**config.mk**
```make
export PLATFORM = sky130hd
export DESIGN_NAME = svg_content_sniffer
export DESIGN_NICKNAME = d
export VERILOG_FILES = /design/src/design/svgs_pkg.sv /design/src/design/svg_content_sniffer.sv /design/src/design/svgs_regs.sv /design/src/design/svgs_in_reg.sv /design/src/design/svgs_classify.sv
export SDC_FILE = /design/constraint.sdc
export NUM_CORES = 1
export LEC_CHECK = 0
export BUFFER_PORTS_ARGS = -buffer_cell sky130_fd_sc_hd__buf_2
export CORE_MARGIN = 3
export CORE_UTILIZATION = 50
export DETAILED_ROUTE_END_ITERATION = 6
export PLACE_DENSITY = 0.76
export SETUP_SLACK_MARGIN = 0.4
export SKIP_LAST_GASP = 1
export SYNTH_ARGS = -nofsm -noshare
export SYNTH_HDL_FRONTEND = slang
export SYNTH_HIERARCHICAL = 1
export SYNTH_SLANG_ARGS = --single-unit
```
**constraint.sdc**
```tcl
create_clock -name clk -period 4.7 [get_ports clk]
set_input_delay 0.47 -clock clk [delete_from_list [all_inputs] [get_ports clk]]
set_output_delay 0.47 -clock clk [all_outputs]
set_load 0.02 [all_outputs]
```
**src/design/svgs_pkg.sv**
```systemverilog
package svgs_pkg;

  localparam int unsigned LimitWidth = 16;

  localparam logic [LimitWidth-1:0] ScanLimitReset = 16'd1024;
  localparam logic [LimitWidth-1:0] PosMax         = {LimitWidth{1'b1}};

  localparam logic [7:0] BomByte0 = 8'hEF;
  localparam logic [7:0] BomByte1 = 8'hBB;
  localparam logic [7:0] BomByte2 = 8'hBF;

  localparam logic [7:0] ChLt    = 8'h3C;
  localparam logic [7:0] ChQuery = 8'h3F;
  localparam logic [7:0] ChS     = 8'h73;
  localparam logic [7:0] ChV     = 8'h76;
  localparam logic [7:0] ChG     = 8'h67;
  localparam logic [7:0] ChX     = 8'h78;
  localparam logic [7:0] ChM     = 8'h6D;
  localparam logic [7:0] ChL     = 8'h6C;

  // Register indexes on the configuration port (word address).
  localparam logic RegScanLimit = 1'b0;

  typedef enum logic [2:0] {
    PH_BOM,
    PH_WS,
    PH_PREFIX,
    PH_SCAN,
    PH_DONE
  } phase_t;

  typedef enum logic [1:0] {
    KIND_NONE,
    KIND_SVG,
    KIND_XML
  } kind_t;

  typedef enum logic [2:0] {
    VD_EMPTY      = 3'd0,
    VD_NOT_LT     = 3'd1,
    VD_SVG_ROOT   = 3'd2,
    VD_XML_SVG    = 3'd3,
    VD_XML_NO_SVG = 3'd4,
    VD_OTHER_TAG  = 3'd5
  } verdict_t;

  typedef struct packed {
    logic [7:0] data_byte;
    logic       last_byte;
  } item_t;

  typedef struct packed {
    logic     is_svg;
    verdict_t verdict;
  } result_t;

  function automatic logic [7:0] to_lower(input logic [7:0] c);
    logic [7:0] r;
    r = c;
    if (c >= 8'h41 && c <= 8'h5A) begin
      r = c + 8'h20;
    end
    return r;
  endfunction

  function automatic logic is_space(input logic [7:0] c);
    return (c == 8'h20) || (c >= 8'h09 && c <= 8'h0D);
  endfunction

  function automatic logic [7:0] bom_byte(input logic [1:0] idx);
    logic [7:0] r;
    case (idx)
      2'd0:    r = BomByte0;
      2'd1:    r = BomByte1;
      default: r = BomByte2;
    endcase
    return r;
  endfunction

endpackage

```
**src/design/svg_content_sniffer.sv**
```systemverilog
// SVG content sniffer.
// Bytes of a file arrive on the s_ stream, one per transfer, with s_tlast on
// the final byte. A leading UTF-8 byte order mark and leading whitespace are
// skipped, and the root is classified. At most one verdict per file leaves on
// the m_ stream: as soon as it is decided, or on the file's last byte; later
// bytes of the same file produce nothing and the sniffer re-arms after tlast.
// scan_limit (APB address 0, reset 1024) bounds the search for an svg tag in
// an xml file.
// Throughput is one byte per cycle while no verdict waits on a stalled
// receiver: each byte passes through an input register, one pass of
// comparison logic and the result register, and a verdict is registered
// and leaves from the result register on m_tvalid.
// When the receiver stalls with a verdict waiting, the classifier holds its
// byte; one more byte can enter the input register, and then s_tready stays
// low until the verdict transfers.
// Synchronous reset clears the stream state and sets scan_limit to 1024.
// The user must write configuration only while no file is in progress; the block itself does not enforce it.
module svg_content_sniffer (
  input  logic        clk,
  input  logic        rst,
  input  logic        psel,
  input  logic        penable,
  input  logic        pwrite,
  input  logic [2:0]  paddr,
  input  logic [31:0] pwdata,
  output logic [31:0] prdata,
  output logic        pready,
  input  logic        s_tvalid,
  output logic        s_tready,
  input  logic [7:0]  s_tdata,   // [7:0] data_byte
  input  logic        s_tlast,   // last_byte
  output logic        m_tvalid,
  input  logic        m_tready,
  output logic [7:0]  m_tdata    // [0] is_svg, [3:1] verdict, [7:4] zero
);
  import svgs_pkg::*;

  logic [LimitWidth-1:0] scan_limit;
  item_t                 s_item;
  item_t                 item;
  logic                  item_valid;
  logic                  advance;
  result_t               result;

  assign s_item.data_byte = s_tdata;
  assign s_item.last_byte = s_tlast;

  svgs_regs u_regs (
    .clk        (clk),
    .rst        (rst),
    .psel       (psel),
    .penable    (penable),
    .pwrite     (pwrite),
    .paddr      (paddr),
    .pwdata     (pwdata),
    .prdata     (prdata),
    .pready     (pready),
    .scan_limit (scan_limit)
  );

  svgs_in_reg u_in_reg (
    .clk        (clk),
    .rst        (rst),
    .s_tvalid   (s_tvalid),
    .s_tready   (s_tready),
    .s_item     (s_item),
    .advance    (advance),
    .item_valid (item_valid),
    .item       (item)
  );

  svgs_classify u_classify (
    .clk        (clk),
    .rst        (rst),
    .scan_limit (scan_limit),
    .item_valid (item_valid),
    .item       (item),
    .advance    (advance),
    .out_valid  (m_tvalid),
    .out_ready  (m_tready),
    .result     (result)
  );

  assign m_tdata = {4'b0000, result.verdict, result.is_svg};

endmodule

```
**src/design/svgs_regs.sv**
```systemverilog
module svgs_regs (
  input  logic                             clk,
  input  logic                             rst,
  input  logic                             psel,
  input  logic                             penable,
  input  logic                             pwrite,
  input  logic [2:0]                       paddr,
  input  logic [31:0]                      pwdata,
  output logic [31:0]                      prdata,
  output logic                             pready,
  output logic [svgs_pkg::LimitWidth-1:0]  scan_limit
);
  import svgs_pkg::*;

  logic wr_en;

  assign pready = 1'b1;
  assign wr_en  = psel && penable && pwrite && pready;

  always_ff @(posedge clk) begin
    if (rst) begin
      scan_limit <= ScanLimitReset;
    end else if (wr_en && paddr[2] == RegScanLimit) begin
      scan_limit <= pwdata[LimitWidth-1:0];
    end
  end

  always_comb begin
    prdata = 32'd0;
    if (paddr[2] == RegScanLimit) begin
      prdata = {{(32-LimitWidth){1'b0}}, scan_limit};
    end
  end

endmodule

```
**src/design/svgs_in_reg.sv**
```systemverilog
module svgs_in_reg (
  input  logic            clk,
  input  logic            rst,
  input  logic            s_tvalid,
  output logic            s_tready,
  input  svgs_pkg::item_t s_item,
  input  logic            advance,
  output logic            item_valid,
  output svgs_pkg::item_t item
);
  import svgs_pkg::*;

  // The held byte moves on whenever the classifier can take it, so a new
  // byte may enter in the same cycle.
  assign s_tready = !item_valid || advance;

  always_ff @(posedge clk) begin
    if (rst) begin
      item_valid <= 1'b0;
    end else if (s_tready) begin
      item_valid <= s_tvalid;
    end
  end

  always_ff @(posedge clk) begin
    if (s_tready && s_tvalid) begin
      item <= s_item;
    end
  end

endmodule

```
**src/design/svgs_classify.sv**
```systemverilog
module svgs_classify (
  input  logic                            clk,
  input  logic                            rst,
  input  logic [svgs_pkg::LimitWidth-1:0] scan_limit,
  input  logic                            item_valid,
  input  svgs_pkg::item_t                 item,
  output logic                            advance,
  output logic                            out_valid,
  input  logic                            out_ready,
  output svgs_pkg::result_t               result
);
  import svgs_pkg::*;

  phase_t                phase, phase_next;
  kind_t                 kind, kind_next;
  logic [1:0]            bom_index, bom_index_next;
  logic [2:0]            prefix_index, prefix_index_next;
  logic [23:0]           recent_bytes, recent_bytes_next;
  logic [LimitWidth-1:0] scan_position, scan_position_next;

  logic       step;
  logic       v_valid;
  verdict_t   v;
  logic       consumed;
  logic       take;
  logic [7:0] b;
  logic [7:0] c;
  logic [7:0] want;
  logic       at_limit;
  logic       tag_hit;
  phase_t     eff_phase;

  assign advance = !out_valid || out_ready;
  assign step    = item_valid && advance;
  assign b       = item.data_byte;
  assign c       = to_lower(b);

  // The current trimmed byte is the last one the search may look at.
  assign at_limit = ({1'b0, scan_position} + {{LimitWidth{1'b0}}, 1'b1})
                    >= {1'b0, scan_limit};
  assign tag_hit  = (recent_bytes[23:16] == ChLt) &&
                    (to_lower(recent_bytes[15:8]) == ChS) &&
                    (to_lower(recent_bytes[7:0]) == ChV) &&
                    (c == ChG) && (scan_position < scan_limit);

  always_comb begin
    phase_next         = phase;
    kind_next          = kind;
    bom_index_next     = bom_index;
    prefix_index_next  = prefix_index;
    recent_bytes_next  = recent_bytes;
    scan_position_next = scan_position;
    v_valid            = 1'b0;
    v                  = VD_EMPTY;
    consumed           = 1'b0;
    take               = 1'b0;
    want               = ChV;

    if (phase == PH_BOM) begin
      if (bom_index != 2'd3 && b == bom_byte(bom_index)) begin
        consumed       = 1'b1;
        bom_index_next = bom_index + 2'd1;
        if (bom_index == 2'd2) begin
          phase_next = PH_WS;
        end
        if (item.last_byte) begin
          v_valid = 1'b1;
          v       = (bom_index == 2'd2) ? VD_EMPTY : VD_NOT_LT;
        end
      end else if (bom_index != 2'd0) begin
        // A broken mark: its first byte counts as the first character.
        consumed = 1'b1;
        v_valid  = 1'b1;
        v        = VD_NOT_LT;
      end else begin
        phase_next = PH_WS;
      end
    end

    eff_phase = (phase == PH_BOM) ? PH_WS : phase;

    if (!consumed) begin
      case (eff_phase)
        PH_WS: begin
          if (is_space(b)) begin
            if (item.last_byte) begin
              v_valid = 1'b1;
              v       = VD_EMPTY;
            end
          end else if (b != ChLt) begin
            v_valid = 1'b1;
            v       = VD_NOT_LT;
          end else begin
            take              = 1'b1;
            phase_next        = PH_PREFIX;
            prefix_index_next = 3'd1;
            if (item.last_byte) begin
              v_valid = 1'b1;
              v       = VD_OTHER_TAG;
            end
          end
        end
        PH_PREFIX: begin
          take = 1'b1;
          if (prefix_index == 3'd1) begin
            if (c == ChS) begin
              kind_next = KIND_SVG;
            end else if (c == ChQuery) begin
              kind_next = KIND_XML;
            end else begin
              v_valid = 1'b1;
              v       = VD_OTHER_TAG;
            end
            prefix_index_next = 3'd2;
          end else if (kind == KIND_SVG) begin
            want = (prefix_index == 3'd2) ? ChV : ChG;
            if (c != want) begin
              v_valid = 1'b1;
              v       = VD_OTHER_TAG;
            end else if (prefix_index == 3'd3) begin
              v_valid = 1'b1;
              v       = VD_SVG_ROOT;
            end
            prefix_index_next = prefix_index + 3'd1;
          end else begin
            want = (prefix_index == 3'd2) ? ChX : (prefix_index == 3'd3) ? ChM : ChL;
            if (c != want) begin
              v_valid = 1'b1;
              v       = VD_OTHER_TAG;
            end else if (prefix_index >= 3'd4) begin
              phase_next = PH_SCAN;
              if (at_limit) begin
                v_valid = 1'b1;
                v       = VD_XML_NO_SVG;
              end
            end
            prefix_index_next = prefix_index + 3'd1;
          end
          if (!v_valid && item.last_byte) begin
            v_valid = 1'b1;
            v       = (phase_next == PH_SCAN) ? VD_XML_NO_SVG : VD_OTHER_TAG;
          end
        end
        PH_SCAN: begin
          take = 1'b1;
          if (tag_hit) begin
            v_valid = 1'b1;
            v       = VD_XML_SVG;
          end else if (at_limit || item.last_byte) begin
            v_valid = 1'b1;
            v       = VD_XML_NO_SVG;
          end
        end
        default: begin
        end
      endcase
    end

    if (take) begin
      recent_bytes_next = {recent_bytes[15:0], b};
      if (scan_position != PosMax) begin
        scan_position_next = scan_position + {{(LimitWidth-1){1'b0}}, 1'b1};
      end
    end

    if (v_valid) begin
      phase_next = PH_DONE;
    end

    // The last byte of a stream re-arms the sniffer for the next one.
    if (item.last_byte) begin
      phase_next         = PH_BOM;
      kind_next          = KIND_NONE;
      bom_index_next     = 2'd0;
      prefix_index_next  = 3'd0;
      recent_bytes_next  = 24'd0;
      scan_position_next = '0;
    end
  end

  always_ff @(posedge clk) begin
    if (rst) begin
      phase         <= PH_BOM;
      kind          <= KIND_NONE;
      bom_index     <= 2'd0;
      prefix_index  <= 3'd0;
      recent_bytes  <= 24'd0;
      scan_position <= '0;
    end else if (step) begin
      phase         <= phase_next;
      kind          <= kind_next;
      bom_index     <= bom_index_next;
      prefix_index  <= prefix_index_next;
      recent_bytes  <= recent_bytes_next;
      scan_position <= scan_position_next;
    end
  end

  always_ff @(posedge clk) begin
    if (rst) begin
      out_valid <= 1'b0;
    end else if (advance) begin
      out_valid <= item_valid && v_valid;
    end
  end

  always_ff @(posedge clk) begin
    if (step && v_valid) begin
      result.is_svg  <= (v == VD_SVG_ROOT) || (v == VD_XML_SVG);
      result.verdict <= v;
    end
  end

`ifndef SYNTHESIS
  a_rearm: assert property (@(posedge clk) disable iff (rst)
    step && item.last_byte |=> phase == PH_BOM && bom_index == 2'd0 &&
      scan_position == '0)
    else $error("sniffer did not re-arm after the last byte");

  a_scan_ctx: assert property (@(posedge clk) disable iff (rst)
    phase == PH_SCAN |-> kind == KIND_XML && prefix_index == 3'd5)
    else $error("scan phase entered without a complete xml prefix");

  a_prefix_idx: assert property (@(posedge clk) disable iff (rst)
    phase == PH_PREFIX |-> prefix_index >= 3'd1 && prefix_index <= 3'd4)
    else $error("prefix index out of range");

  a_result_load: assert property (@(posedge clk) disable iff (rst)
    step && v_valid |=> out_valid)
    else $error("decided verdict was not presented");
`endif

endmodule

```
==> metrics.txt, run 1 <==
# TYPE chip_impl_metric gauge
chip_impl_metric{name="critical_path.max_fanout",unit=""} 8
chip_impl_metric{name="drcViolationCount",unit=""} 0
chip_impl_metric{name="critPathArrivalTime",unit="ps"} 4080
chip_impl_metric{name="cts.repair.resized",unit=""} 0
chip_impl_metric{name="port_buffers",unit=""} 54
chip_impl_metric{name="multi_input_comb_area",unit="µm²"} 3422
chip_impl_metric{name="cts_hold_buf",unit=""} 0
chip_impl_metric{name="final_antenna_net_count",unit=""} 0
chip_impl_metric{name="clk_transition_reported_paths",unit="ps"} 90
chip_impl_metric{name="synthesis.yosys.warnings",unit=""} 6
chip_impl_metric{name="post_synth_mux_area_share",unit="%"} 3.046
chip_impl_metric{name="synth_compound_gate_area_share",unit="%"} 17.83
chip_impl_metric{name="htreeDepth",unit=""} 3
chip_impl_metric{name="finalSetupViolations",unit=""} 0
chip_impl_metric{name="maxCapViolCount",unit=""} 0
chip_impl_metric{name="ff_latch_area",unit="µm²"} 1752
chip_impl_metric{name="final.setup.tns",unit="ps"} 0
chip_impl_info{name="ys.flop_type",value="sky130_fd_sc_hd__dfxtp_1"} 1
chip_impl_info{name="critical_path.startpoint_type",value="flip-flop"} 1
chip_impl_metric{name="numPlacedInstances",unit=""} 816
chip_impl_metric{name="avgSynthCellArea",unit="µm²"} 8.363
chip_impl_metric{name="clock_latency_reported_for_the_late_side_of_the_worst_skew_pair",unit="ps"} 370
chip_impl_metric{name="chipHeight",unit="µm"} 111.7
chip_impl_metric{name="post-route-cell-area",unit="µm²"} 5946
chip_impl_metric{name="grt_first_pass_wirelength",unit="µm"} 21490
chip_impl_metric{name="dieWidth",unit="µm"} 111.7
chip_impl_metric{name="period_utilisation_layout",unit="%"} 85.18
chip_impl_metric{name="finalCriticalPeriod",unit="ps"} 4004
chip_impl_info{name="worstHoldPathType",value="input pin to flip-flop"} 1
chip_impl_metric{name="hold_viol_final",unit=""} 0
chip_impl_metric{name="synth-seq-area-share",unit="%"} 31.35
chip_impl_metric{name="timing.final.max_slew_violations",unit=""} 0
chip_impl_metric{name="routedWlPerCell",unit="µm"} 15.52
chip_impl_metric{name="grt_usage",unit="%"} 20.55
chip_impl_metric{name="layout.cells.non_filler",unit=""} 831
chip_impl_metric{name="place_area",unit="µm²"} 5759
chip_impl_metric{name="p_per_area",unit="nW/µm²"} 228.0
chip_impl_metric{name="layout-area-overhead-vs-synth",unit="%"} 6.428
chip_impl_metric{name="fillCellCount",unit=""} 957
chip_impl_info{name="rsz0062_at_grt",value="no"} 1
chip_impl_metric{name="grt_start_max_net_pins",unit=""} 69
chip_impl_metric{name="yosys_register_bits",unit=""} 81
chip_impl_metric{name="first_global_vias",unit=""} 4623
chip_impl_metric{name="finalClockSkew",unit="ps"} 15.82
chip_impl_info{name="dominant_combinational_cell_family_by_area_after_synthesis",value="simple AND/OR/NAND/NOR gates"} 1
chip_impl_metric{name="firstDrtPassIters",unit=""} 5
chip_impl_metric{name="max-slew-margin-rel",unit="%"} 28.85
chip_impl_metric{name="placeable_core_region",unit="µm²"} 10600
chip_impl_metric{name="detail_route.iter0.violations",unit=""} 407
chip_impl_info{name="outcome",value="completed"} 1
chip_impl_metric{name="clock_tree.buffer_depth",unit=""} 2
chip_impl_metric{name="maxClockFrequency",unit="GHz"} 0.2498
chip_impl_metric{name="netlist_instances",unit=""} 668
chip_impl_info{name="ctsRootBufferMaster",value="sky130_fd_sc_hd__clkbuf_8"} 1
chip_impl_metric{name="synthXorXnorAreaFrac",unit="%"} 2.508
chip_impl_metric{name="num-nets-final",unit=""} 787
chip_impl_metric{name="die-area",unit="µm²"} 12480
chip_impl_metric{name="initial_utilization",unit="%"} 52.70
chip_impl_metric{name="tritoncts_num_sinks",unit=""} 81
chip_impl_info{name="layout.cells.most_common_list",value="68 x sky130_fd_sc_hd__dfxtp_1, 64 x sky130_fd_sc_hd__nor2_1, 54 x sky130_fd_sc_hd__buf_2"} 1
chip_impl_info{name="critical_path.endpoint_type",value="flip-flop"} 1
chip_impl_metric{name="irDropWorstVdd",unit="V"} 0.0002216
chip_impl_metric{name="cts_setup_buffers",unit=""} 0
chip_impl_metric{name="grt.overflow.total",unit=""} 0
chip_impl_metric{name="crit_required",unit="ps"} 4770
chip_impl_metric{name="synthesis.area",unit="µm²"} 5587
chip_impl_metric{name="number_of_antenna_violations_at_the_first_check_in_global_routing",unit=""} 0
chip_impl_metric{name="synth-adder-area-share",unit="%"} 10.08
chip_impl_metric{name="dp_hpwl",unit="µm"} 9520
chip_impl_info{name="mostFrequentLayoutCell",value="sky130_fd_sc_hd__dfxtp_1"} 1
chip_impl_metric{name="tightest_slew",unit="ps"} 1067
chip_impl_metric{name="drive_above_1_share",unit="%"} 13.09
chip_impl_info{name="worstSetupPathType",value="flip-flop to flip-flop"} 1
chip_impl_metric{name="routabilityCongestion",unit=""} 0.9283
chip_impl_metric{name="cts_buffers",unit=""} 9
chip_impl_metric{name="synth.distinct_cells",unit=""} 72
chip_impl_metric{name="totalWireLength",unit="µm"} 12900
chip_impl_metric{name="p_leak",unit="µW"} 0.002308
chip_impl_metric{name="ys_async_sr_fraction",unit="%"} 0
chip_impl_metric{name="ioPinCount",unit=""} 94
chip_impl_metric{name="std_cell_rows",unit=""} 37
chip_impl_metric{name="via_count",unit=""} 4841
chip_impl_metric{name="n_antenna_cell",unit=""} 0
chip_impl_metric{name="synth-edff-count",unit=""} 13
chip_impl_metric{name="synth_simple_gate_area_share",unit="%"} 26.23
chip_impl_metric{name="via_per_inst",unit=""} 5.826
chip_impl_info{name="cts_tree",value="done"} 1
flip-flops by register name (all words and copies together), names as in the netlist:
| register | cells |
|---|---|
| u_classify/recent_bytes | 24 |
| u_classify/kind | 2 |
| u_classify/bom_index | 2 |
| u_classify/prefix_index | 3 |
| u_in_reg/item | 9 |
| u_classify/out_valid | 1 |
| u_in_reg/item_valid | 1 |
| u_classify/scan_position | 16 |
| u_classify/phase | 3 |
| u_regs/scan_limit | 16 |
| u_classify/result | 4 |
metrics by stage:
step / total power [µW] / utilization, % / hold slack, ps / worst slack, ps
global placement: 891.7 / 54.33 / 457.5 / 755.1
detailed placement: 896.0 / 54.33 / 472.4 / 654.6
finish: 1356 / 56.08 / 271.5 / 696.4
floorplan: 870.4 / - / 444.0 / 1091
global route: 1420 / 56.08 / 257.6 / 402.3
CTS: 1371 / 56.00 / 255.0 / 607.2
where the power goes:
group	internal, µW	switching [µW]
clock	207	266
sequential	716	18.9
combinational	52.4	95.4
critical path, cell delays in order (launching register included):
cell                       delay [ps]
sky130_fd_sc_hd__dfxtp_1          470
sky130_fd_sc_hd__nand3_1          220
sky130_fd_sc_hd__nor3_2           330
sky130_fd_sc_hd__nand3_1          230
sky130_fd_sc_hd__nor4_1           340
sky130_fd_sc_hd__xor2_1           140
sky130_fd_sc_hd__ha_1             320
sky130_fd_sc_hd__and3_1           190
sky130_fd_sc_hd__nor4b_1          320
sky130_fd_sc_hd__o211ai_1         210
sky130_fd_sc_hd__and2_1           230
sky130_fd_sc_hd__a31o_1           270
sky130_fd_sc_hd__a31oi_1          220
sky130_fd_sc_hd__and2_2           230
final timing paths:
path	endpoint	slack, ps	start	cells past startpoint
setup / recovery	u_classify/result[3]$_DFFE_PP_	700	u_classify/scan_position[2]$_SDFFE_PP0P_	13
setup reg to reg	u_classify/result[3]$_DFFE_PP_	700	u_classify/scan_position[2]$_SDFFE_PP0P_	13
hold reg to reg	u_classify/kind[0]$_SDFFE_PP0P_	490	u_classify/kind[0]$_SDFFE_PP0P_	2
hold / removal	u_in_reg/item[6]$_DFFE_PP_	270	s_tdata[5]	1
metal layers:
metal,GRT usage (%),part of all wire (%)
met1,26.71,45
met2,34.17,48
met3,3.424,5.2
met4,7.948,1.9
met5,0,0
kinds of logic (layout without fill, tap and decap cells):
group	Yosys count	after routing
compound gates	143	143
xor+xnor	16	16
fa+ha+maj	45	45
buf+inv	97	106
flops	81	81
mux	17	17
other cells	3	21
simple gates	266	266
Yosys cell counts (all sizes together), types with 4 or more instances:
cell type | number | area (µm²)
dfxtp | 68 | 1361
nor2 | 64 | 240.2
ha | 45 | 563.0
nand2b | 40 | 257.7
nand2 | 38 | 142.6
buf | 37 | 262.8
a21oi | 34 | 173.9
inv | 33 | 123.9
o21ai | 29 | 156.4
clkbuf | 27 | 102.6
a22oi | 24 | 180.2
nand4 | 21 | 131.4
mux2i | 17 | 170.2
nor2b | 17 | 106.4
nand3 | 16 | 80.08
edfxtp | 13 | 390.4
nor3 | 11 | 55.05
nor4 | 10 | 62.56
a31oi | 9 | 56.30
and2 | 9 | 58.81
xnor2 | 8 | 70.07
xor2 | 8 | 70.07
a211oi | 7 | 57.55
nand3b | 7 | 52.55
a21o | 6 | 45.04
and2b | 6 | 52.55
o211ai | 5 | 37.54
or3 | 5 | 31.28
and3 | 4 | 25.02
cell type report:
class | instances | area share (%)
Clock buffer | 10 | 2.315
Clock inverter | 5 | 0.6734
Inverter | 33 | 2.083
Multi-Input combinational cell | 508 | 57.55
Sequential cell | 81 | 29.46
Tap cell | 136 | 2.862
Timing Repair Buffer | 58 | 5.051
(Power assumes the default switching activity.)
==> inputs of run 2 (changes only) <==
==> constraint.sdc (replaced) <==
create_clock -name clk -period 4.7 [get_ports clk]
set_input_delay 0.705 -clock clk [delete_from_list [all_inputs] [get_ports clk]]
set_output_delay 0.705 -clock clk [all_outputs]
set_load 0.02 [all_outputs]
==> run 2 against run 1 <==
The flow now finishes with violations (design-rule violations); non-clock buffer count unchanged; die area unchanged; clock power up 2%; critical endpoint is now u_classify/result[0]$_DFFE_PP_; largest power group unchanged.
==> metrics.txt, run 2 (synthesis results as in run 1) <==
# TYPE chip_impl_metric gauge
chip_impl_metric{name="critPathArrivalTime",unit="ps"} 4150
chip_impl_metric{name="first_global_vias",unit=""} 4615
chip_impl_metric{name="largest_register_ffs",unit=""} 24
chip_impl_metric{name="grt_first_pass_wirelength",unit="µm"} 21400
chip_impl_metric{name="tightest_slew",unit="ps"} 984.1
chip_impl_info{name="reg.largest.list",value="u_classify/recent_bytes x24, u_classify/scan_position x16, u_regs/scan_limit x16"} 1
chip_impl_metric{name="tritoncts_num_sinks",unit=""} 81
chip_impl_metric{name="reg2regPathDepth",unit=""} 15
chip_impl_metric{name="std_cell_rows",unit=""} 37
chip_impl_metric{name="cpPeakStageDelay",unit="ps"} 420
chip_impl_metric{name="fillCellCount",unit=""} 970
chip_impl_info{name="crit_chain",value="ha_2, nand3_1, nor3_1, buf_4, nand2_1, nor3_1, xnor2_1, ha_1, and3_1, nor4b_1, o211ai_1, and2_1, a31o_1, a31oi_1, and2_1"} 1
chip_impl_metric{name="whs_path_depth",unit=""} 2
chip_impl_info{name="outcome",value="finished with violations"} 1
chip_impl_metric{name="final_antenna_net_count",unit=""} 0
chip_impl_metric{name="grt_start_max_net_pins",unit=""} 62
chip_impl_metric{name="maxClockFrequency",unit="GHz"} 0.2451
chip_impl_info{name="worstHoldPathType",value="flip-flop to flip-flop"} 1
chip_impl_metric{name="port_buffers",unit=""} 54
chip_impl_metric{name="routedWlPerCell",unit="µm"} 15.30
chip_impl_metric{name="p_leak",unit="µW"} 0.002311
chip_impl_info{name="min_delay_endpoint",value="u_classify/recent_bytes[19]$_SDFFE_PP0P_"} 1
chip_impl_metric{name="num-nets-final",unit=""} 787
chip_impl_metric{name="final_core_util",unit="%"} 56.10
chip_impl_metric{name="clk_transition_reported_paths",unit="ps"} 90
chip_impl_metric{name="hold_viol_final",unit=""} 0
chip_impl_metric{name="maxCapViolCount",unit=""} 0
chip_impl_metric{name="finalSetupViolations",unit=""} 0
chip_impl_metric{name="firstDrtPassIters",unit=""} 7
chip_impl_info{name="failed_checks",value="design-rule violations"} 1
chip_impl_metric{name="post-route-worst-setup-slack",unit="ps"} 619.2
chip_impl_metric{name="clock_latency_reported_for_the_late_side_of_the_worst_skew_pair",unit="ps"} 370
chip_impl_metric{name="drcViolationCount",unit=""} 1
chip_impl_info{name="worst_r2r_endpoint",value="u_classify/result[0]$_DFFE_PP_"} 1
chip_impl_metric{name="grt_usage",unit="%"} 20.43
chip_impl_metric{name="chipHeight",unit="µm"} 111.7
chip_impl_metric{name="crit_required",unit="ps"} 4770
chip_impl_metric{name="place_worst_setup_slack",unit="ps"} 695.2
chip_impl_metric{name="max-slew-margin-rel",unit="%"} 34.35
chip_impl_info{name="worstSetupPathType",value="flip-flop to flip-flop"} 1
chip_impl_info{name="cell_with_the_biggest_individual_delay_on_the_critical_path",value="sky130_fd_sc_hd__dfxtp_1"} 1
chip_impl_metric{name="detail_route.iter0.violations",unit=""} 341
chip_impl_metric{name="post-route-cell-area",unit="µm²"} 5947
chip_impl_info{name="ctsRootBufferMaster",value="sky130_fd_sc_hd__clkbuf_8"} 1
chip_impl_metric{name="number_of_antenna_violations_at_the_first_check_in_global_routing",unit=""} 0
chip_impl_metric{name="routabilityCongestion",unit=""} 0.9192
chip_impl_metric{name="period_utilisation_layout",unit="%"} 86.83
chip_impl_metric{name="placeable_core_region",unit="µm²"} 10600
chip_impl_metric{name="htreeDepth",unit=""} 3
chip_impl_info{name="critical_path.endpoint_type",value="flip-flop"} 1
chip_impl_metric{name="finalCriticalPeriod",unit="ps"} 4081
chip_impl_metric{name="p_per_area",unit="nW/µm²"} 229.2
chip_impl_info{name="r2r_start",value="u_classify/scan_position[1]$_SDFFE_PP0P_"} 1
chip_impl_metric{name="clock_tree.buffer_depth",unit=""} 2
chip_impl_metric{name="layout.cells.non_filler",unit=""} 832
chip_impl_metric{name="timing.final.max_slew_violations",unit=""} 0
chip_impl_metric{name="via_per_inst",unit=""} 5.798
chip_impl_metric{name="irDropWorstVdd",unit="V"} 0.0003013
chip_impl_metric{name="numPlacedInstances",unit=""} 816
chip_impl_metric{name="dp_hpwl",unit="µm"} 9339
chip_impl_metric{name="via_count",unit=""} 4824
chip_impl_metric{name="layout-area-overhead-vs-synth",unit="%"} 6.450
chip_impl_metric{name="critical_path.max_fanout",unit=""} 6
chip_impl_info{name="critical_path.startpoint_type",value="flip-flop"} 1
chip_impl_metric{name="initial_utilization",unit="%"} 52.70
chip_impl_info{name="rsz0062_at_grt",value="no"} 1
chip_impl_metric{name="ioPinCount",unit=""} 94
chip_impl_metric{name="cts_hold_buf",unit=""} 0
chip_impl_info{name="worst_hold_startpoint",value="u_classify/recent_bytes[19]$_SDFFE_PP0P_"} 1
chip_impl_metric{name="reg2reg_slack",unit="ps"} 620
chip_impl_metric{name="finalClockSkew",unit="ps"} 17.14
chip_impl_metric{name="final.setup.tns",unit="ps"} 0
chip_impl_metric{name="place_area",unit="µm²"} 5759
chip_impl_info{name="cts_tree",value="done"} 1
chip_impl_info{name="mostFrequentLayoutCell",value="sky130_fd_sc_hd__dfxtp_1"} 1
chip_impl_metric{name="totalWireLength",unit="µm"} 12730
chip_impl_metric{name="die-area",unit="µm²"} 12480
chip_impl_metric{name="grt.overflow.total",unit=""} 0
chip_impl_info{name="top_register",value="u_classify/recent_bytes"} 1
chip_impl_metric{name="drive_above_1_share",unit="%"} 12.93
chip_impl_metric{name="n_antenna_cell",unit=""} 0
chip_impl_metric{name="cts_buffers",unit=""} 9
chip_impl_metric{name="dieWidth",unit="µm"} 111.7
chip_impl_info{name="layout.cells.most_common_list",value="68 x sky130_fd_sc_hd__dfxtp_1, 64 x sky130_fd_sc_hd__nor2_1, 54 x sky130_fd_sc_hd__buf_2"} 1
run 2: changes by cell type in the layout (fill, tap and decap cells not counted), sizes merged:
cell    before  now
clkbuf      10   12
clkinv       2    1
run 2: power breakdown:
| part | total, µW | internal [µW] | switching [µW] |
|---|---|---|---|
| clock network | 481 | 221 | 260 |
| logic | 148 | 52.3 | 95.5 |
| registers | 734 | 716 | 18.3 |
| total | 1360 | 989 | 374 |
run 2: layer usage:
metal	global-route usage [%]	wire [µm]	vias up	share of wire [%]
met4	8.029	213	0	1.7
met2	33.77	6100	160	48
met1	26.55	5741	2252	45
met5	0	0	-	0
li1	-	-	2397	-
met3	3.587	670	15	5.3
run 2: worst max path at each step:
stage,start,end,depth (start not counted),slack [ps]
detailed placement,u_classify/scan_position[2]$_SDFFE_PP0P_,u_classify/result[2]$_DFFE_PP_,13,700
finish,u_classify/scan_position[1]$_SDFFE_PP0P_,u_classify/result[0]$_DFFE_PP_,15,620
global route,u_classify/scan_position[0]$_SDFFE_PP0P_,u_classify/result[0]$_DFFE_PP_,15,400
CTS,u_classify/scan_position[2]$_SDFFE_PP0P_,u_classify/result[2]$_DFFE_PP_,13,640
global placement,u_classify/scan_position[2]$_SDFFE_PP0P_,u_classify/result[0]$_DFFE_PP_,13,720
floorplan,u_classify/scan_position[0]$_SDFFE_PP0P_,u_classify/result[0]$_DFFE_PP_,14,1090
run 2: critical path: cells and delay by family (launching register included):
| kind | cells | cell delay (ps) |
|---|---|---|
| and+or+nand+nor | 8 | 1730 |
| AOI/OAI and AO/OA | 3 | 730 |
| adders and majority gates | 2 | 570 |
| DFF | 1 | 420 |
| buffers and inverters | 1 | 180 |
| xor gates and xnor gates | 1 | 130 |
run 2: per-stage QoR:
step | total power, µW | hold slack [ps]
after CTS | 1377 | 490.7
final | 1363 | 489.1
after global routing | 1426 | 494.1
after global placement | 891.2 | 456.9
after floorplan | 870.4 | 444.0
after detailed placement | 896.5 | 475.1
run 2: cell type report:
cell class / count / area (µm²) / area share, %
multi-input combinational: 508 / 3421 / 57.52
timing repair buffer: 58 / 300.3 / 5.049
inverter: 33 / 123.9 / 2.083
clock buffer: 12 / 155.1 / 2.609
tap: 136 / 170.2 / 2.861
clock inverter: 4 / 25.02 / 0.4208
sequential: 81 / 1752 / 29.46
run 2: repair_timing:
item	in CTS	in global routing
setup endpoints to repair	0	4
buffers inserted	0	0
gates resized for setup	0	2
==> inputs of run 3 (changes only) <==
--- a/config.mk
+++ b/config.mk
@@ -9,7 +9,7 @@
 export CORE_MARGIN = 3
 export CORE_UTILIZATION = 50
 export DETAILED_ROUTE_END_ITERATION = 6
-export PLACE_DENSITY = 0.76
+export PLACE_DENSITY = 0.82
 export SETUP_SLACK_MARGIN = 0.4
 export SKIP_LAST_GASP = 1
 export SYNTH_ARGS = -nofsm -noshare
==> run 3 against run 2 <==
Count of clock-buffer cells in the layout fell by 3; largest power group unchanged; global-route usage up 0.87 points; hold slack gained 1.9 ps; flip-flop and latch count did not move; core utilization is 0.42 points higher; die area unchanged; sequential share of layout area fell by 0.22 points; sequential power about the same; first-iteration DRC count rose by 21%; combinational power is essentially flat; the run now ends clean; fmax is 2.5% higher.
==> metrics.txt, run 3 (synthesis results as in run 1) <==
# TYPE chip_impl_metric gauge
chip_impl_metric{name="period_utilisation_layout",unit="%"} 84.74
chip_impl_metric{name="tritoncts_num_sinks",unit=""} 81
chip_impl_metric{name="clk_transition_reported_paths",unit="ps"} 90
chip_impl_metric{name="first_global_vias",unit=""} 4808
chip_impl_metric{name="num-nets-final",unit=""} 787
chip_impl_metric{name="p_per_area",unit="nW/µm²"} 240.3
chip_impl_metric{name="multi_input_comb_area",unit="µm²"} 3430
chip_impl_info{name="layout.cells.most_common_list",value="68 x sky130_fd_sc_hd__dfxtp_1, 64 x sky130_fd_sc_hd__nor2_1, 54 x sky130_fd_sc_hd__buf_2"} 1
chip_impl_metric{name="clock_tree.buffer_depth",unit=""} 2
chip_impl_info{name="critical_path.startpoint_type",value="flip-flop"} 1
chip_impl_metric{name="placeable_core_region",unit="µm²"} 10600
chip_impl_metric{name="final.setup.tns",unit="ps"} 0
chip_impl_metric{name="maxCapViolCount",unit=""} 0
chip_impl_metric{name="via_count",unit=""} 4803
chip_impl_info{name="reg.largest.list",value="u_classify/recent_bytes x24, u_classify/scan_position x16, u_regs/scan_limit x16"} 1
chip_impl_info{name="ctsRootBufferMaster",value="sky130_fd_sc_hd__clkbuf_8"} 1
chip_impl_metric{name="cts_buffers",unit=""} 9
chip_impl_info{name="outcome",value="completed"} 1
chip_impl_metric{name="largest_register_ffs",unit=""} 24
chip_impl_metric{name="tightest_slew",unit="ps"} 950.1
chip_impl_metric{name="ioPinCount",unit=""} 94
chip_impl_metric{name="totalWireLength",unit="µm"} 13070
chip_impl_info{name="critical_path.endpoint_type",value="flip-flop"} 1
chip_impl_metric{name="critical_path.max_fanout",unit=""} 8
chip_impl_metric{name="grt.overflow.total",unit=""} 0
chip_impl_metric{name="post-route-cell-area",unit="µm²"} 5992
chip_impl_metric{name="initial_utilization",unit="%"} 52.70
chip_impl_metric{name="finalSetupViolations",unit=""} 0
chip_impl_metric{name="finalClockSkew",unit="ps"} 13.56
chip_impl_metric{name="crit_required",unit="ps"} 4770
chip_impl_info{name="rsz0062_at_grt",value="no"} 1
chip_impl_metric{name="std_cell_rows",unit=""} 37
chip_impl_metric{name="critPathArrivalTime",unit="ps"} 4050
chip_impl_metric{name="grt_usage",unit="%"} 21.30
chip_impl_metric{name="detail_route.iter0.violations",unit=""} 411
chip_impl_info{name="cts_tree",value="done"} 1
chip_impl_metric{name="numPlacedInstances",unit=""} 816
chip_impl_metric{name="layout.cells.non_filler",unit=""} 832
chip_impl_metric{name="final_antenna_net_count",unit=""} 0
chip_impl_metric{name="place_area",unit="µm²"} 5759
chip_impl_info{name="worstHoldPathType",value="flip-flop to flip-flop"} 1
chip_impl_metric{name="layout-area-overhead-vs-synth",unit="%"} 7.256
chip_impl_metric{name="p_leak",unit="µW"} 0.002334
chip_impl_metric{name="finalCriticalPeriod",unit="ps"} 3983
chip_impl_metric{name="cts_setup_buffers",unit=""} 0
chip_impl_metric{name="number_of_antenna_violations_at_the_first_check_in_global_routing",unit=""} 0
chip_impl_metric{name="port_buffers",unit=""} 54
chip_impl_metric{name="via_per_inst",unit=""} 5.773
chip_impl_info{name="worstSetupPathType",value="flip-flop to flip-flop"} 1
chip_impl_metric{name="irDropWorstVdd",unit="V"} 0.0002045
chip_impl_metric{name="timing.final.max_slew_violations",unit=""} 0
chip_impl_metric{name="firstDrtPassIters",unit=""} 6
chip_impl_metric{name="ff_latch_area",unit="µm²"} 1752
chip_impl_metric{name="routabilityCongestion",unit=""} 0.9104
chip_impl_metric{name="n_antenna_cell",unit=""} 0
chip_impl_info{name="mostFrequentLayoutCell",value="sky130_fd_sc_hd__dfxtp_1"} 1
chip_impl_metric{name="grt_first_pass_wirelength",unit="µm"} 22450
chip_impl_metric{name="dp_hpwl",unit="µm"} 9567
chip_impl_metric{name="chipHeight",unit="µm"} 111.7
chip_impl_metric{name="htreeDepth",unit=""} 3
chip_impl_metric{name="drive_above_1_share",unit="%"} 13.22
chip_impl_metric{name="maxClockFrequency",unit="GHz"} 0.2511
chip_impl_metric{name="routedWlPerCell",unit="µm"} 15.71
chip_impl_metric{name="fillCellCount",unit=""} 939
chip_impl_metric{name="grt_start_max_net_pins",unit=""} 62
chip_impl_info{name="top_register",value="u_classify/recent_bytes"} 1
chip_impl_metric{name="clock_latency_reported_for_the_late_side_of_the_worst_skew_pair",unit="ps"} 370
chip_impl_metric{name="drcViolationCount",unit=""} 0
chip_impl_metric{name="die-area",unit="µm²"} 12480
chip_impl_metric{name="max-slew-margin-rel",unit="%"} 36.61
chip_impl_metric{name="hold_viol_final",unit=""} 0
chip_impl_metric{name="dieWidth",unit="µm"} 111.7
[run 3: stage by stage]
stage               setup slack, ps  total power [µW]  hold WS (ps)  utilization (%)
finish                        717.2              1440         491.0            56.52
CTS                           527.8              1457         480.4            56.37
floorplan                      1091             870.4         444.0                -
detailed placement            592.5             896.3         483.3            54.33
global route                  415.9              1509         465.3            56.52
global placement              745.2             890.5         456.5            54.33
[run 3: final timing paths]
path	start	endpoint	slack, ps	cells past startpoint
worst max-delay path	u_classify/scan_position[2]$_SDFFE_PP0P_	u_classify/result[0]$_DFFE_PP_	720	13
worst min-delay path	u_regs/scan_limit[8]$_SDFFE_PP0P_	u_regs/scan_limit[8]$_SDFFE_PP0P_	490	2
worst max register to register	u_classify/scan_position[2]$_SDFFE_PP0P_	u_classify/result[0]$_DFFE_PP_	720	13
worst min register to register	u_regs/scan_limit[8]$_SDFFE_PP0P_	u_regs/scan_limit[8]$_SDFFE_PP0P_	490	2
[run 3: layout make-up]
class / count / share of cell area, %
multi-input combinational: 508 / 57.24
sequential: 81 / 29.23
timing repair buffer: 58 / 5.011
tap: 136 / 2.840
clock buffer: 9 / 2.067
inverter: 33 / 2.067
clock inverter: 7 / 1.545
[run 3: worst max-delay path, stage by stage (launching register included)]
cell                       delay, ps
sky130_fd_sc_hd__dfxtp_1         500
sky130_fd_sc_hd__nand3_1         220
sky130_fd_sc_hd__nor3_2          330
sky130_fd_sc_hd__nand3_1         240
sky130_fd_sc_hd__nor4_1          340
sky130_fd_sc_hd__xor2_1          150
sky130_fd_sc_hd__ha_1            320
sky130_fd_sc_hd__and3_1          210
sky130_fd_sc_hd__nor4b_2         250
sky130_fd_sc_hd__o211ai_1        180
sky130_fd_sc_hd__and2_1          230
sky130_fd_sc_hd__a31o_1          270
sky130_fd_sc_hd__a31oi_1         200
sky130_fd_sc_hd__and2_1          240
[run 3: what timing repair did]
action	CTS	global route
hold buffers	0	0
resized for setup	0	3
endpoints found under the setup margin	0	4
[run 3: layer usage]
metal | track usage [%] | up-vias | part of all wire [%]
li1 | - | 2387 | -
met1 | 27.29 | 2222 | 44
met2 | 35.09 | 166 | 48
met3 | 4.457 | 28 | 5.9
met4 | 8.435 | 0 | 2.0
met5 | 0 | - | 0
[run 3: power breakdown]
part | switching [µW] | total, µW | internal (µW)
clock network | 296 | 557 | 261
registers | 18.7 | 735 | 716
logic | 96.0 | 148 | 52.4
